==> config.mk <==
export PLATFORM = sky130hd
export DESIGN_NAME = ebom_ctrl
export DESIGN_NICKNAME = d
export VERILOG_FILES = /design/src/design/ebom_pkg.sv /design/src/design/ebom_ctrl.sv
export SDC_FILE = /design/constraint.sdc
export NUM_CORES = 1
export LEC_CHECK = 0
export ABC_AREA = 1
export BUFFER_PORTS_ARGS = -buffer_cell sky130_fd_sc_hd__buf_4
export CELL_PAD_IN_SITES_DETAIL_PLACEMENT = 0
export CELL_PAD_IN_SITES_GLOBAL_PLACEMENT = 1
export CORE_UTILIZATION = 24
export CTS_CLUSTER_SIZE = 30
export DETAILED_ROUTE_END_ITERATION = 8
export PLACE_DENSITY = 0.71
export SLEW_MARGIN = 25
export SYNTH_ARGS = -nofsm -noshare
export SYNTH_HDL_FRONTEND = slang
export SYNTH_SLANG_ARGS = --single-unit
==> constraint.sdc <==
create_clock -name clk -period 0.9 [get_ports clk]
set_input_delay 0.09 -clock clk [delete_from_list [all_inputs] [get_ports clk]]
set_output_delay 0.09 -clock clk [all_outputs]
set_load 0.1 [all_outputs]
==> src/design/ebom_pkg.sv <==
package ebom_pkg;

  // Default sizes of the bitmap.
  localparam int EBOM_NUM_BLOCKS = 65536;
  localparam int EBOM_WORD_BITS  = 32;

  // Fixed field widths.
  localparam int BLK_W     = 16;
  localparam int LEN_W     = 16;
  localparam int CNT_W     = 16;

  // Function codes of an input word.
  localparam logic FUNC_MARK  = 1'b0;
  localparam logic FUNC_CLEAR = 1'b1;

  // One input word.
  typedef struct packed {
    logic             func;
    logic [BLK_W-1:0] extent_begin;
    logic [LEN_W-1:0] extent_length;
    logic             last_extent;
  } ebom_item_t;

  // One result word.
  typedef struct packed {
    logic             overlap_here;
    logic [CNT_W-1:0] overlap_blocks;
    logic             group_overlap;
    logic             out_of_range;
  } ebom_result_t;

  // Commands from the controller to the datapath.
  typedef struct packed {
    logic load;
    logic div_fin;
    logic clr_step;
    logic rd;
    logic wr;
    logic finish;
  } ebom_cmd_t;

  // Status from the datapath to the controller.
  typedef struct packed {
    logic div_empty;
    logic clr_done;
    logic walk_done;
    logic clear_item;
    logic out_busy;
  } ebom_sts_t;

endpackage

==> src/design/ebom_ctrl.sv <==
module ebom_ctrl (
  input  logic                clk,
  input  logic                rst,
  input  logic                item_valid,
  input  logic                item_func,
  input  ebom_pkg::ebom_sts_t sts,
  output ebom_pkg::ebom_cmd_t cmd,
  output logic                item_stall
);

  typedef enum logic [2:0] {
    S_CLEAR,
    S_IDLE,
    S_DIV,
    S_RD,
    S_WR,
    S_DONE
  } state_t;

  state_t state;
  state_t state_next;

  // Next state and commands for the current step.
  always_comb begin
    state_next = state;
    cmd        = '0;
    unique case (state)
      S_CLEAR: begin
        cmd.clr_step = 1'b1;
        if (sts.clr_done) begin
          state_next = sts.clear_item ? S_DONE : S_IDLE;
        end
      end
      S_IDLE: begin
        if (item_valid) begin
          cmd.load   = 1'b1;
          state_next = (item_func == ebom_pkg::FUNC_CLEAR) ? S_CLEAR : S_DIV;
        end
      end
      S_DIV: begin
        cmd.div_fin = 1'b1;
        state_next  = sts.div_empty ? S_DONE : S_RD;
      end
      S_RD: begin
        cmd.rd     = 1'b1;
        state_next = S_WR;
      end
      S_WR: begin
        cmd.wr     = 1'b1;
        state_next = sts.walk_done ? S_DONE : S_RD;
      end
      S_DONE: begin
        if (!sts.out_busy) begin
          cmd.finish = 1'b1;
          state_next = S_IDLE;
        end
      end
      default: begin
        state_next = S_IDLE;
      end
    endcase
  end

  // State register; the input side is open only in the idle state.
  always_ff @(posedge clk) begin
    if (rst) begin
      state      <= S_CLEAR;
      item_stall <= 1'b1;
    end else begin
      state      <= state_next;
      item_stall <= (state_next != S_IDLE);
    end
  end

endmodule

# --- Word-level counts from Yosys, hierarchy flattened ---
# Cells that the tools add are included.
op_classes:
  n_eq_ne: 6
  muxes: 16
  reduce_logical: 1
op_table:
  columns: ["operator", "n"]
  rows:
  - ["3-bit two-way mux", 6]
  - ["3-bit case mux with 6 select lines", 1]
  - ["1-bit two-way mux", 8]
  - ["3-bit by 2-bit equality test with 1-bit output (second input constant)", 2]
  - ["3-bit equality test (second input constant)", 2]
  - ["3-bit by 1-bit equality test with 1-bit output (second input constant)", 1]
  - ["3-bit zero test", 1]
  - ["3-bit by 1-bit inequality test with 1-bit output (second input constant)", 1]
  - ["2-bit two-way mux", 1]
totals:
  regBits: 4
  inputBits: 9
  out_inout_bits: 7
  word_cells: 25

# --- Depth between registers and ports, before layout ---
depth:
  depth_word: 4
  mapped_depth: 8
  ltp_nobuf: 7

# --- Least setup slack after synthesis ---
# No wires, ideal clock.
synth_timing:
  path_kind: "reg2out"
  startpoint: "register state[2]"
  endpoint: "output cmd[0] in the netlist's numbering"
  t_arrival_ps: 2642
  required_time_ps: 810
  path_slack_ps: -1832
  path_stages_with_launch: 4
  n_path_buf: 1
  cell_sequence: "dfxtp_1 inv_1 buf_6 nor3_1"
synth_rtl:
  columns: ["element", "line_no", "rtl"]
  rows:
  - ["from (decl)", "ebom_ctrl.sv:20", "state_t state;"]
  - ["from (signal assigned)", "ebom_ctrl.sv:70", "state <= state_next;"]
  - ["to (decl)", "ebom_ctrl.sv:7", "output ebom_pkg::ebom_cmd_t cmd,"]

==> metrics.txt <==
status=finished, violations left; failing checks=setup timing; drt drc=0; min Tclk post-route=1250 ps; total CTS buffers=3; multiplexer share of the synthesized area=0%; yosys warns=0; grt met3 use=5.23%; commonest non-fill, non-tap cells in the layout=11 x buf_4, 7 x buf_12, 6 x inv_1, 6 x nand3_1, 6 x buf_6; largest family of logic cells by synthesized area=simple AND/OR/NAND/NOR gates; Syn-to-layout area delta=140%; global route overflow=0; critical path class=reg -> out; Synth Area in Adders=0%; Reg power frac=between 10% and 20%; Final Max Tran Viols=0; Final nets=just under 90; Synth cell types=15; proportion of layout cells with a drive suffix above 1=between 60% and 70%; GR Util met2=between 20 and 30%; Final Setup Violations=10; Arr. time, crit path=approximately 1200 ps; Max Cap Viol=0; RSZ-0062 raised after global routing=yes; pwr dens=1750 mW/mm2; pre-CTS setup slack=-234 ps; n_diodes=0; Initial Util=around 27%; syn nets=60; Synth Area in Compound Gates=under 10%; largest net degree at the start of global routing=10; gr busiest metal=met2; Int Pwr=just over 0.7 mW; post-synthesis simple-gate area fraction=46.5%; TNS Setup=-2620 ps; antenna-violating nets left=0; global-route wire length before repair=1770 um; clock net sink count=4; CP peak stage delay=320 ps; Die W=just under 40 um; Worst-Skew Late Latency=about 240 ps; TritonRoute pass-1 iters=4; Port Buffers=15; HPWL after DPL=about 700 um; Die Area=roughly 0.0015 mm2; setup ws final=-347 ps; Tightest Pin Transition=slightly below 200 ps; cell area after synthesis=~320 um2; Final Cycle Share=139%; htree depth=1; f_max=about 0.8 GHz; clock root cell=clkbuf_4; Crit path required time=slightly above 800 ps; initial antenna violation count=0; register area share after synthesis=approximately 25%; Min-Delay Path Class=in -> reg; switching portion of total power=a little under half; GRT met1 Usage=a little over a fifth; final hold viol count=0; relative slew slack=just under 90%; clk slew on worst S/H paths=roughly 40 ps; Clock Power Share=18.3%; Die H=~39 um; Critical Path Sink Type=output pin; clock tree buffer depth=2; FF+latch count, synth=4; Vias=412; Combinational Power Share=a little over three fifths; CP cell instances=buf_6, inv_4, nand2_4, nor3_4, buf_12; Post-Syn Area per Cell=roughly 6.3 um2; CTS tree=yes; Slowest cell on crit path=dfxtp_2; worst vdd ir=0.00143 V; Synth Area in XOR/XNOR=0%; Psw=approximately 0.64 mW; P_leak=around 0.34 nW; Routed wire per std cell=between 10 and 15 um; vias in the first global route=about 400; Row Count=12; drt via density=about 4.5; crit-path max FO=3; clk_skew=approximately 3.4 ps; Synth Instances=slightly above 50; CORE AREA=around 0.0012 mm2; Worst setup SP type=register; most common cell after layout, fill and taps aside=buf_4; placer's final routability congestion estimate=between 0.7 and 0.8; initial DRC count=9; drt total wl=around 1100 um; Top-Level Pins=16; GRT Total Usage=between 10% and 20%; # hold bufs at CTS=0
## per-stage QoR
| step | instances | instance area (um2) | util (%) | hold WS [ps] | power (mW) |
|---|---|---|---|---|---|
| floorplan | 51 | 407 | - | 149 | 0.760 |
| global placement | 83 | 552 | 47.1 | 258 | 0.889 |
| detailed placement | 83 | 552 | 47.1 | 264 | 0.889 |
| CTS | 89 | 694 | 59.3 | 12.5 | 1.27 |
| global route | 91 | 768 | 65.6 | 23.0 | 1.41 |
| finish | 91 | 768 | 65.6 | 17.9 | 1.35 |
## worst paths after layout
kind / from / to / slack, ps / depth (start not counted)
min reg2reg: state[2] / state[1] / 670 / 3
min: rst / state[2] / 20 / 2
max: state[1] / cmd[0] / -350 / 5
max reg2reg: state[1] / item_stall / -270 / 8
## Yosys cell counts (all sizes together)
cell type	count	area (um2)
inv	12	45.1
nand3	11	60.1
nand2	7	26.3
nor2	6	30.0
dfxtp	4	80.1
nor3	3	20.0
a21oi	2	10.0
buf	2	22.5
nand4	2	12.5
a31oi	1	6.26
o211ai	1	7.51
## state kept, by name, indices dropped and copies added, names as in the netlist
name        flops
state           3
item_stall      1
## cell type report
cell class / count / area (um2)
Clock buffer: 4 / 26.3
Fill cell: 98 / 403
Inverter: 12 / 75.1
Multi-Input combinational cell: 33 / 270
Sequential cell: 4 / 88.8
Tap cell: 14 / 17.5
Timing Repair Buffer: 24 / 290
## per-layer routing
| metal | vias up | part of all wire (%) |
|---|---|---|
| met1 | 182 | 39 |
| met2 | 13 | 57 |
| met4 | 0 | 0 |
| li1 | 217 | - |
| met3 | 0 | 3.8 |
| met5 | - | 0 |
## cells by family (layout without fill, tap and decap cells)
kind of cell	Yosys count	count (layout)
buffers and inverters	14	40
flip-flops	4	4
AO/OA/AOI/OAI	4	4
AND/OR/NAND/NOR	29	29
## worst max-delay path, delay by kind of cell (launching register included)
family / cells / cell delay, ps
buffers and inverters: 3 / 370
DFF: 1 / 320
and+or+nand+nor: 2 / 220
## power by group through the flow
stage / clock network (mW) / logic (mW) / registers [mW]
after floorplan: 0 / 0.455 / 0.305
after global placement: 0 / 0.644 / 0.245
after detailed placement: 0 / 0.645 / 0.243
after CTS: 0.252 / 0.772 / 0.248
after global routing: 0.260 / 0.894 / 0.253
final: 0.247 / 0.851 / 0.250
## timing repair
action | 4_1_cts | 5_1_grt
endpoints found under the setup margin | 11 | 10
pin swaps | 4 | 4
resized for setup | 26 | 11
cloned | 0 | 0
setup buffers | 2 | 2
No activity file was read; power rests on OpenSTA's default activity.
